--- src/rtl/psin_pkg.sv ---
// Shared types and constants for the isotropic point-set normalizer.
package psin_pkg;

   localparam int COORD_W = 12;
   localparam int INDEX_W = 5;
   localparam logic [31:0] SQRT2_Q30 = 32'd1518500250;
   localparam logic RESULT_TRANSFORM = 1'b0;
   localparam logic RESULT_POINT     = 1'b1;

   typedef struct packed {
      logic [COORD_W-1:0] coord_x;
      logic [COORD_W-1:0] coord_y;
      logic               final_point;
   } req_type;

   typedef struct packed {
      logic               result_kind;
      logic [31:0]        scale_q;
      logic signed [31:0] offset_x;
      logic signed [31:0] offset_y;
      logic signed [31:0] norm_x;
      logic signed [31:0] norm_y;
      logic [INDEX_W-1:0] point_index;
      logic               degenerate;
      logic               last_result;
   } rsp_type;

   typedef enum logic [4:0] {
      ST_LOAD, ST_RD, ST_MX, ST_MY, ST_UY, ST_SQX, ST_SQY, ST_SQ0, ST_SQRT, ST_ACC,
      ST_NN, ST_NUM, ST_SCL, ST_SDONE, ST_OX, ST_OXD, ST_OY, ST_OYD, ST_OYS, ST_TOUT,
      ST_NX, ST_NXD, ST_NY, ST_NYD, ST_NYS, ST_POUT, ST_DIV
   } state_type;

endpackage

--- src/rtl/point_set_isotropic_normalizer_unit.sv ---
// Isotropic point-set normalizer: load, distance sum, scale, transform and point results.
//
// Usage: send points on req (req_valid/req_stall, payload req_data). Points are taken
// and stored one per cycle; a request with final_point set closes the set.
// Points beyond MAX_POINTS are dropped, but their final mark still closes the set.
// After the final request req_stall stays high until the last result is loaded
// into the result register.
// Results leave on rsp (rsp_valid/rsp_stall, payload rsp_data): one transform result
// (scale Q2.30, offsets Q16.16), then one result per stored point in load order
// (Q8.24), the last one flagged by last_result.
// Sequence: the distance pass runs each point through the bit-serial square root, whose
// width follows from SW (COORD_BITS plus count width). The scale and two offsets take
// three passes of the restoring divider (DW = 59 quotient bits at the defaults), and
// each point result takes two divider passes.
// A stalled receiver holds the result register and the sequencer waits on it.
// Reset (synchronous) empties the set, drops any pending result and returns to
// loading; the point store needs no clearing.
module point_set_isotropic_normalizer_unit #(
   parameter int MAX_POINTS = 32,
   parameter int COORD_BITS = 12
) (
   input  logic              clock,
   input  logic              reset,
   input  logic              req_valid,
   output logic              req_stall,
   input  psin_pkg::req_type req_data,
   output logic              rsp_valid,
   input  logic              rsp_stall,
   output psin_pkg::rsp_type rsp_data
);
   import psin_pkg::*;

   localparam int CW  = COORD_BITS;
   localparam int NW  = $clog2(MAX_POINTS + 1);
   localparam int IW  = (MAX_POINTS > 2) ? $clog2(MAX_POINTS) : 1;
   localparam int SW  = CW + NW;
   localparam int PRW = 32 + SW;
   localparam int RW  = SW + 9;
   localparam int AW  = RW + NW;
   localparam int DVW = (AW > NW + 14) ? AW : NW + 14;
   localparam int DW  = PRW + 9;
   localparam int DCW = $clog2(DW + 1);
   localparam int QCW = $clog2(RW + 1);

   state_type state_ff, state_in, ret_ff, ret_in;

   logic [2*CW-1:0] mem [MAX_POINTS];
   logic [2*CW-1:0] rd_ff;

   logic [NW-1:0]   cnt_ff, cnt_in;
   logic [SW-1:0]   sumx_ff, sumx_in, sumy_ff, sumy_in;
   logic [IW-1:0]   idx_ff, idx_in;
   logic            pass_ff, pass_in;
   logic [AW-1:0]   acc_ff, acc_in;
   logic            deg_ff, deg_in;
   logic [SW-1:0]   ax_ff, ax_in, ay_ff, ay_in;
   logic            negx_ff, negx_in, negy_ff, negy_in;
   logic [2*SW-1:0] sqx_ff, sqx_in;
   logic [31:0]     scale_ff, scale_in;
   logic [31:0]     offx_ff, offx_in, offy_ff, offy_in;
   logic [31:0]     nx_ff, nx_in, ny_ff, ny_in;

   logic [31:0]     mul_a;
   logic [SW-1:0]   mul_b;
   logic [PRW-1:0]  mul_p_ff;

   logic [2*RW-1:0] rad_ff, rad_in;
   logic [RW+1:0]   rem_ff, rem_in;
   logic [RW-1:0]   root_ff, root_in;
   logic [QCW-1:0]  sqc_ff, sqc_in;
   logic [RW+2:0]   sq_tmp, sq_trial;
   logic            sq_ge;

   logic [DW-1:0]   dq_ff, dq_in;
   logic [DVW-1:0]  dd_ff, dd_in, dr_ff, dr_in;
   logic [DCW-1:0]  dc_ff, dc_in;
   logic [DVW:0]    dv_tmp;
   logic            dv_ge;

   logic            rsp_valid_ff, rsp_valid_in;
   rsp_type         rsp_ff, rsp_in;

   logic            req_take, out_free, last_idx;
   logic [CW-1:0]   in_x, in_y;
   logic [SW:0]     diff;
   logic [SW-1:0]   diff_mag;
   logic [31:0]     q_scale, q_pos, q_neg;

   assign req_stall = (state_ff != ST_LOAD);
   assign req_take  = req_valid && !req_stall;
   assign out_free  = !rsp_valid_ff || !rsp_stall;
   assign last_idx  = (NW'(idx_ff) == cnt_ff - NW'(1));
   assign in_x      = CW'(req_data.coord_x);
   assign in_y      = CW'(req_data.coord_y);
   assign rsp_valid = rsp_valid_ff;
   assign rsp_data  = rsp_ff;

   // n*coord minus the sum: sign and magnitude
   always_comb begin
      if (state_ff == ST_MY) begin
         diff = {1'b0, mul_p_ff[SW-1:0]} - {1'b0, sumx_ff};
      end else begin
         diff = {1'b0, mul_p_ff[SW-1:0]} - {1'b0, sumy_ff};
      end
      diff_mag = diff[SW] ? SW'(-diff) : diff[SW-1:0];
   end

   assign sq_tmp   = {rem_ff[RW:0], rad_ff[2*RW-1:2*RW-2]};
   assign sq_trial = {1'b0, root_ff, 2'b01};
   assign sq_ge    = (sq_tmp >= sq_trial);

   assign dv_tmp = {dr_ff, dq_ff[DW-1]};
   assign dv_ge  = (dv_tmp >= {1'b0, dd_ff});

   assign q_scale = (|dq_ff[DW-1:32]) ? 32'hFFFF_FFFF : dq_ff[31:0];
   assign q_pos   = (|dq_ff[DW-1:31]) ? 32'h7FFF_FFFF : dq_ff[31:0];
   assign q_neg   = (|dq_ff[DW-1:31]) ? 32'h8000_0000 : 32'(-dq_ff[31:0]);

   // next state
   always_comb begin
      state_in = state_ff;
      unique case (state_ff)
         ST_LOAD:  if (req_take && req_data.final_point) state_in = ST_RD;
         ST_RD:    state_in = ST_MX;
         ST_MX:    state_in = ST_MY;
         ST_MY:    state_in = ST_UY;
         ST_UY:    state_in = pass_ff ? ST_NX : ST_SQX;
         ST_SQX:   state_in = ST_SQY;
         ST_SQY:   state_in = ST_SQ0;
         ST_SQ0:   state_in = ST_SQRT;
         ST_SQRT:  if (sqc_ff == QCW'(1)) state_in = ST_ACC;
         ST_ACC:   state_in = last_idx ? ST_NN : ST_RD;
         ST_NN:    state_in = (acc_ff == '0) ? ST_TOUT : ST_NUM;
         ST_NUM:   state_in = ST_SCL;
         ST_SCL:   state_in = ST_DIV;
         ST_SDONE: state_in = ST_OX;
         ST_OX:    state_in = ST_OXD;
         ST_OXD:   state_in = ST_DIV;
         ST_OY:    state_in = ST_OYD;
         ST_OYD:   state_in = ST_DIV;
         ST_OYS:   state_in = ST_TOUT;
         ST_TOUT:  if (out_free) state_in = ST_RD;
         ST_NX:    state_in = deg_ff ? ST_POUT : ST_NXD;
         ST_NXD:   state_in = ST_DIV;
         ST_NY:    state_in = ST_NYD;
         ST_NYD:   state_in = ST_DIV;
         ST_NYS:   state_in = ST_POUT;
         ST_POUT:  if (out_free) state_in = last_idx ? ST_LOAD : ST_RD;
         ST_DIV:   if (dc_ff == DCW'(1)) state_in = ret_ff;
         default:  state_in = ST_LOAD;
      endcase
   end

   // datapath and outputs
   always_comb begin
      cnt_in = cnt_ff;   sumx_in = sumx_ff; sumy_in = sumy_ff;
      idx_in = idx_ff;   pass_in = pass_ff; acc_in = acc_ff;   deg_in = deg_ff;
      ax_in = ax_ff;     ay_in = ay_ff;     negx_in = negx_ff; negy_in = negy_ff;
      sqx_in = sqx_ff;   scale_in = scale_ff;
      offx_in = offx_ff; offy_in = offy_ff; nx_in = nx_ff;     ny_in = ny_ff;
      rad_in = rad_ff;   rem_in = rem_ff;   root_in = root_ff; sqc_in = sqc_ff;
      dq_in = dq_ff;     dd_in = dd_ff;     dr_in = dr_ff;     dc_in = dc_ff;
      ret_in = ret_ff;
      mul_a = 32'(cnt_ff);
      mul_b = SW'(rd_ff[2*CW-1:CW]);
      rsp_in = rsp_ff;
      rsp_valid_in = rsp_valid_ff && rsp_stall;
      unique case (state_ff)
         ST_LOAD: begin
            if (req_take) begin
               if (cnt_ff < NW'(MAX_POINTS)) begin
                  cnt_in  = cnt_ff + NW'(1);
                  sumx_in = sumx_ff + SW'(in_x);
                  sumy_in = sumy_ff + SW'(in_y);
               end
               idx_in  = '0;
               pass_in = 1'b0;
               acc_in  = '0;
            end
         end
         ST_MY: begin
            ax_in   = diff_mag;
            negx_in = diff[SW];
            mul_b   = SW'(rd_ff[CW-1:0]);
         end
         ST_UY: begin
            ay_in   = diff_mag;
            negy_in = diff[SW];
         end
         ST_SQX: begin
            mul_a = 32'(ax_ff);
            mul_b = ax_ff;
         end
         ST_SQY: begin
            sqx_in = mul_p_ff[2*SW-1:0];
            mul_a  = 32'(ay_ff);
            mul_b  = ay_ff;
         end
         ST_SQ0: begin
            rad_in  = (2*RW)'({(2*SW+1)'(sqx_ff) + (2*SW+1)'(mul_p_ff[2*SW-1:0]), 16'b0});
            rem_in  = '0;
            root_in = '0;
            sqc_in  = QCW'(RW);
         end
         ST_SQRT: begin
            rad_in = {rad_ff[2*RW-3:0], 2'b00};
            sqc_in = sqc_ff - QCW'(1);
            if (sq_ge) begin
               rem_in  = (RW+2)'(sq_tmp - sq_trial);
               root_in = {root_ff[RW-2:0], 1'b1};
            end else begin
               rem_in  = (RW+2)'(sq_tmp);
               root_in = {root_ff[RW-2:0], 1'b0};
            end
         end
         ST_ACC: begin
            acc_in = acc_ff + AW'(root_ff);
            idx_in = last_idx ? '0 : idx_ff + IW'(1);
         end
         ST_NN: begin
            // clear the transform; flag a degenerate set (all points coincide)
            deg_in   = (acc_ff == '0);
            scale_in = '0;
            offx_in  = '0;
            offy_in  = '0;
            mul_b    = SW'(cnt_ff);
         end
         ST_NUM: begin
            mul_a = SQRT2_Q30;
            mul_b = mul_p_ff[SW-1:0];
         end
         ST_SCL: begin
            dq_in  = (DW'(mul_p_ff) << 8) + DW'(acc_ff >> 1);
            dd_in  = DVW'(acc_ff);
            dr_in  = '0;
            dc_in  = DCW'(DW);
            ret_in = ST_SDONE;
         end
         ST_SDONE: scale_in = q_scale;
         ST_OX: begin
            mul_a = scale_ff;
            mul_b = sumx_ff;
         end
         ST_OXD, ST_OYD: begin
            dq_in  = DW'(mul_p_ff) + (DW'(cnt_ff) << 13);
            dd_in  = DVW'(cnt_ff) << 14;
            dr_in  = '0;
            dc_in  = DCW'(DW);
            ret_in = (state_ff == ST_OXD) ? ST_OY : ST_OYS;
         end
         ST_OY: begin
            offx_in = q_neg;
            mul_a   = scale_ff;
            mul_b   = sumy_ff;
         end
         ST_OYS: offy_in = q_neg;
         ST_TOUT: begin
            if (out_free) begin
               rsp_valid_in       = 1'b1;
               rsp_in.result_kind = RESULT_TRANSFORM;
               rsp_in.scale_q     = scale_ff;
               rsp_in.offset_x    = offx_ff;
               rsp_in.offset_y    = offy_ff;
               rsp_in.norm_x      = '0;
               rsp_in.norm_y      = '0;
               rsp_in.point_index = '0;
               rsp_in.degenerate  = deg_ff;
               rsp_in.last_result = 1'b0;
               pass_in            = 1'b1;
               idx_in             = '0;
            end
         end
         ST_NX: begin
            nx_in = '0;
            ny_in = '0;
            mul_a = scale_ff;
            mul_b = ax_ff;
         end
         ST_NXD, ST_NYD: begin
            dq_in  = DW'(mul_p_ff) + (DW'(cnt_ff) << 5);
            dd_in  = DVW'(cnt_ff) << 6;
            dr_in  = '0;
            dc_in  = DCW'(DW);
            ret_in = (state_ff == ST_NXD) ? ST_NY : ST_NYS;
         end
         ST_NY: begin
            nx_in = negx_ff ? q_neg : q_pos;
            mul_a = scale_ff;
            mul_b = ay_ff;
         end
         ST_NYS: ny_in = negy_ff ? q_neg : q_pos;
         ST_POUT: begin
            if (out_free) begin
               rsp_valid_in       = 1'b1;
               rsp_in.result_kind = RESULT_POINT;
               rsp_in.scale_q     = '0;
               rsp_in.offset_x    = '0;
               rsp_in.offset_y    = '0;
               rsp_in.norm_x      = nx_ff;
               rsp_in.norm_y      = ny_ff;
               rsp_in.point_index = INDEX_W'(idx_ff);
               rsp_in.degenerate  = deg_ff;
               rsp_in.last_result = last_idx;
               if (last_idx) begin
                  // set done: empty it for the next run
                  cnt_in  = '0;
                  sumx_in = '0;
                  sumy_in = '0;
                  pass_in = 1'b0;
                  idx_in  = '0;
               end else begin
                  idx_in = idx_ff + IW'(1);
               end
            end
         end
         ST_DIV: begin
            dc_in = dc_ff - DCW'(1);
            dq_in = {dq_ff[DW-2:0], dv_ge};
            dr_in = dv_ge ? DVW'(dv_tmp - {1'b0, dd_ff}) : DVW'(dv_tmp);
         end
         default: begin
         end
      endcase
   end

   always_ff @(posedge clock) begin
      if (reset) begin
         state_ff     <= ST_LOAD;
         cnt_ff       <= '0;
         sumx_ff      <= '0;
         sumy_ff      <= '0;
         idx_ff       <= '0;
         pass_ff      <= 1'b0;
         rsp_valid_ff <= 1'b0;
      end else begin
         state_ff     <= state_in;
         cnt_ff       <= cnt_in;
         sumx_ff      <= sumx_in;
         sumy_ff      <= sumy_in;
         idx_ff       <= idx_in;
         pass_ff      <= pass_in;
         rsp_valid_ff <= rsp_valid_in;
      end
   end

   always_ff @(posedge clock) begin
      ret_ff   <= ret_in;
      acc_ff   <= acc_in;
      deg_ff   <= deg_in;
      ax_ff    <= ax_in;
      ay_ff    <= ay_in;
      negx_ff  <= negx_in;
      negy_ff  <= negy_in;
      sqx_ff   <= sqx_in;
      scale_ff <= scale_in;
      offx_ff  <= offx_in;
      offy_ff  <= offy_in;
      nx_ff    <= nx_in;
      ny_ff    <= ny_in;
      mul_p_ff <= PRW'(mul_a) * PRW'(mul_b);
      rad_ff   <= rad_in;
      rem_ff   <= rem_in;
      root_ff  <= root_in;
      sqc_ff   <= sqc_in;
      dq_ff    <= dq_in;
      dd_ff    <= dd_in;
      dr_ff    <= dr_in;
      dc_ff    <= dc_in;
      rsp_ff   <= rsp_in;
   end

   // point store
   always_ff @(posedge clock) begin
      if (req_take && (cnt_ff < NW'(MAX_POINTS))) begin
         mem[cnt_ff[IW-1:0]] <= {in_x, in_y};
      end
      rd_ff <= mem[idx_ff];
   end

`ifndef NO_ASSERTIONS
   a_cnt_bound: assert property (@(posedge clock) disable iff (reset)
      cnt_ff <= NW'(MAX_POINTS))
      else $error("point count above capacity");

   a_final_closes: assert property (@(posedge clock) disable iff (reset)
      req_valid && !req_stall && req_data.final_point |=> req_stall)
      else $error("still loading after final request");

   a_transform_not_last: assert property (@(posedge clock) disable iff (reset)
      rsp_valid && (rsp_data.result_kind == RESULT_TRANSFORM) |-> !rsp_data.last_result)
      else $error("transform result flagged last");

   a_degenerate_zero: assert property (@(posedge clock) disable iff (reset)
      rsp_valid && rsp_data.degenerate |-> (rsp_data.scale_q == '0) &&
      (rsp_data.norm_x == '0) && (rsp_data.norm_y == '0))
      else $error("degenerate set with nonzero values");

   a_empty_after_last: assert property (@(posedge clock) disable iff (reset)
      rsp_valid_in && !rsp_valid_ff && rsp_in.last_result |=> (cnt_ff == '0))
      else $error("set not cleared after last result");
`endif

endmodule
--- config.mk ---
export PLATFORM = sky130hd
export DESIGN_NAME = point_set_isotropic_normalizer_unit
export DESIGN_NICKNAME = d
export VERILOG_FILES = /design/src/rtl/psin_pkg.sv /design/src/rtl/point_set_isotropic_normalizer_unit.sv
export SDC_FILE = /design/constraint.sdc
export NUM_CORES = 2
export LEC_CHECK = 0
export BUFFER_PORTS_ARGS = -buffer_cell sky130_fd_sc_hd__buf_2
export CORE_ASPECT_RATIO = 0.6
export CORE_MARGIN = 1
export CORE_UTILIZATION = 45
export CTS_CLUSTER_SIZE = 14
export DETAILED_ROUTE_END_ITERATION = 6
export SLEW_MARGIN = 20
export SYNTH_ARGS = -nofsm -noshare
export SYNTH_HDL_FRONTEND = slang
export SYNTH_SLANG_ARGS = --single-unit
--- constraint.sdc ---
create_clock -name clock -period 12.4 [get_ports clock]
set_clock_uncertainty 0.05 [all_clocks]
set_input_delay 1.86 -clock clock [delete_from_list [all_inputs] [get_ports clock]]
set_output_delay 1.86 -clock clock [all_outputs]
set_load 0.02 [all_outputs]
==> run metrics <==
crit-path max FO=23; Slew HR=0.178; post-synth cell types=90; fin nets=8,505; drt wl/cell=28.5 um; Ports=between 150 and 200; Starting Density=0.454; clock insertion delay at the later pin of the skew report=840 ps; Post-Syn Instances=7,503; Initial DRC Count=a little over 8,000; grt ovf=0; r2r endpoint=mul_p_ff[43]$_DFF_P_; commonest non-fill, non-tap cells in the layout=1,438 x edfxtp_1, 728 x inv_1, 677 x nand2_1; RSZ-0062 raised after global routing=false; DRT antenna net count=0; Reg power frac=0.421; Area contributors post-synth=edfxtp_1 47%, fa_1 11%, mux4_2 5.9%; area leader, netlist=edfxtp_1; yosys warns=0; Final min period=10,260 ps; CTS tree=built; antenna violations before repair=14; worst-margin pin slew=1230 ps; sequential share of the synthesized area=0.503; CTS Root Cell=clkbuf_16; Port Buffer Count=slightly below 200; Main synth FF type=edfxtp_1; Worst path max stage delay=570 ps; CTS Hold Buffers Added=0; max-cap violation count=0; CTS clk-pin slew, worst paths=70 ps; Fin. Hold Viols=0; drt via density=approximately 6; startpoint types=register; Setup CP Type=register to register; post-route insts no fill=approximately 10,000; core area=0.200 mm^2; Max H-tree Level=4; Pre-Repair DR Iteration Count=7; Placer Congestion=just under 1; most used cell, CP=fa_1; failing checks=DRC; worst r2r src=state_ff[1]$_SDFFE_PP0P_; synthesized flop and latch total=1,566; switching pwr=between 5 and 6 mW; num rows=127; Hold WC Path Type=register to register; Worst VDD drop=0.154 mV; hold path depth=2; Sw Share=0.328; Comb power frac=0.264; DP Cell Count=10,100; Post-Synthesis Mean Instance Area=about 12 um^2; Total Wirelength=297,000 um; setup tns final=0 ps; CP Data Required Time=13,090 ps; DP Wirelength=approximately 210,000 um; CP max stage cell=nand3_1; P&R area growth vs syn=10.8%; share of cells above drive strength 1=0.125; Setup violations, final=0; Post-CTS Setup Bufs=0; Slew Viols, Final=0; Syn Nets=8,360; worst setup path end=mul_p_ff[43]$_DFF_P_; final cycle utilization of the critical path=0.828; clk buf depth=4; Die H=350 um; Reg2Reg Depth=29; asr flop ratio synth=0; Die ar.=0.204 mm^2; CP startpoint=state_ff[1]$_SDFFE_PP0P_; first-pass GRT wire length=about 430,000 um; Worst setup EP type=register; CTS Buf Count=between 150 and 200; die width=582 um; top cell type's share of synthesized area=0.475; WP data arrival=10,950 ps; most common cell after layout, fill and taps aside=edfxtp_1; Mapped Area=0.0910 mm^2; Clk pwr share=0.315; status=finished, violations left; DR vias=between 60,000 and 70,000; Clock Sinks=1,566; largest net degree at the start of global routing=157; gr usage total=0.289; R2R setup slack=roughly 2100 ps; cts repair resizes=0; EDFF count, synth=1,438; LEAKAGE=38.6 nW; fmax=between 90 and 100 MHz; internal power=10.6 mW; Cell Pwr Density=156 mW/mm^2; DRC Markers=2; vias in the first global route=59,800
-- state kept, by name, summed over array words and instances (netlist names), 33 cells and up --
register  cells
rad_ff       38
dd_ff        33
mem         768
mul_p_ff     50
acc_ff       33
dq_ff        59
sqx_ff       36
rsp_data    168
dr_ff        33
-- layer usage --
layer | vias up | track usage | wire, um | share of wire
li1 | 26900 | - | - | -
met1 | 32100 | 0.471 | 141000 | 0.47
met2 | 3556 | 0.353 | 109000 | 0.37
met3 | 336 | 0.106 | 41400 | 0.14
met4 | 12 | 0.0580 | 5820 | 0.020
met5 | - | 0.00394 | 181 | 0.00061
-- synthesized netlist by cell type (11+ instances only) --
cell / count
o211ai_1: 17
and4_1: 11
mux2_2: 27
a21boi_0: 13
or2_2: 17
nand2_1: 678
nand3_1: 117
mux2i_1: 68
inv_1: 729
a22oi_1: 56
a21oi_1: 285
o31ai_1: 24
a221oi_1: 52
xnor2_1: 202
nor2_1: 679
nor3_1: 138
and3_1: 69
a211o_1: 12
a21o_1: 134
dfxtp_1: 128
fa_1: 489
or3_1: 21
a222oi_1: 12
o21a_1: 63
xor2_1: 140
buf_2: 24
clkbuf_1: 316
o2111ai_1: 11
and2_1: 231
buf_1: 34
nand2b_1: 46
a221o_1: 11
mux4_2: 240
o21ai_0: 228
nor4_1: 26
nor2b_1: 33
edfxtp_1: 1438
ha_1: 339
nand4_1: 39
a211oi_1: 57
o21bai_1: 26
a31oi_1: 52
o21ai_1: 16
a32oi_1: 13
-- worst max-delay path, delay by kind of cell (launching register included) --
kind,cells,cell delay [ps]
AND/OR/NAND/NOR,6,2190
AO/OA/AOI/OAI,8,2210
buffers and inverters,7,1450
adder cells (fa/ha/maj),7,3590
XOR/XNOR,1,170
flip-flops,1,530
-- power groups by stage --
stage	clock (mW)	sequential, mW	combinational [mW]
floorplan	0	6.48	2.83
global placement	0	6.71	3.98
detailed placement	0	6.71	4.04
CTS	5.02	6.60	4.06
global route	5.21	6.62	4.46
finish	4.95	6.62	4.15
-- cells by family (layout without fill, tap and decap cells) --
| family | Yosys count | count (layout) | synth area share |
|---|---|---|---|
| buf+inv | 1111 | 1371 | 0.0464 |
| mux | 335 | 335 | 0.0702 |
| xor+xnor | 342 | 342 | 0.0329 |
| flops | 1566 | 1566 | 0.503 |
| fa+ha+maj | 828 | 828 | 0.154 |
| other cells | 0 | 10 | 0 |
| compound gates | 1179 | 1179 | 0.0858 |
| simple gates | 2142 | 2142 | 0.107 |
-- area by class of cell --
class	instances	area (um^2)
antenna	10	25.0
clock buffer	202	4370
clock inverter	76	830
fill	17400	99400
inverter	732	2750
multi-input combinational	4826	41500
sequential	1566	45800
tap	2644	3310
timing repair buffer	361	2260
-- how the worst min path moves through the flow --
stage                                 end                     from
5_1_grt        rsp_data[12]$_SDFFCE_PN0P_   ny_ff[5]$_SDFFCE_PN0P_
6_report          sumy_ff[6]$_SDFFE_PP0P_  sumy_ff[6]$_SDFFE_PP0P_
3_5_place_dp      sumy_ff[6]$_SDFFE_PP0P_  sumy_ff[6]$_SDFFE_PP0P_
3_3_place_gp      sumy_ff[6]$_SDFFE_PP0P_  sumy_ff[6]$_SDFFE_PP0P_
4_1_cts           sumy_ff[6]$_SDFFE_PP0P_  sumy_ff[6]$_SDFFE_PP0P_
2_1_floorplan        sqx_ff[25]$_DFFE_PP_     mul_p_ff[25]$_DFF_P_
-- metrics by stage --
stage,hold slack [ps],power (mW),setup slack [ps],area [um^2],util
global route,482,16.3,1700,101000,0.504
finish,455,15.7,2140,101000,0.504
CTS,457,15.7,2450,101000,0.503
detailed placement,448,10.7,2480,95600,0.477
global placement,439,10.7,2450,95500,0.477
floorplan,379,9.31,1850,91000,-
Power figures use the tool's default switching activity.
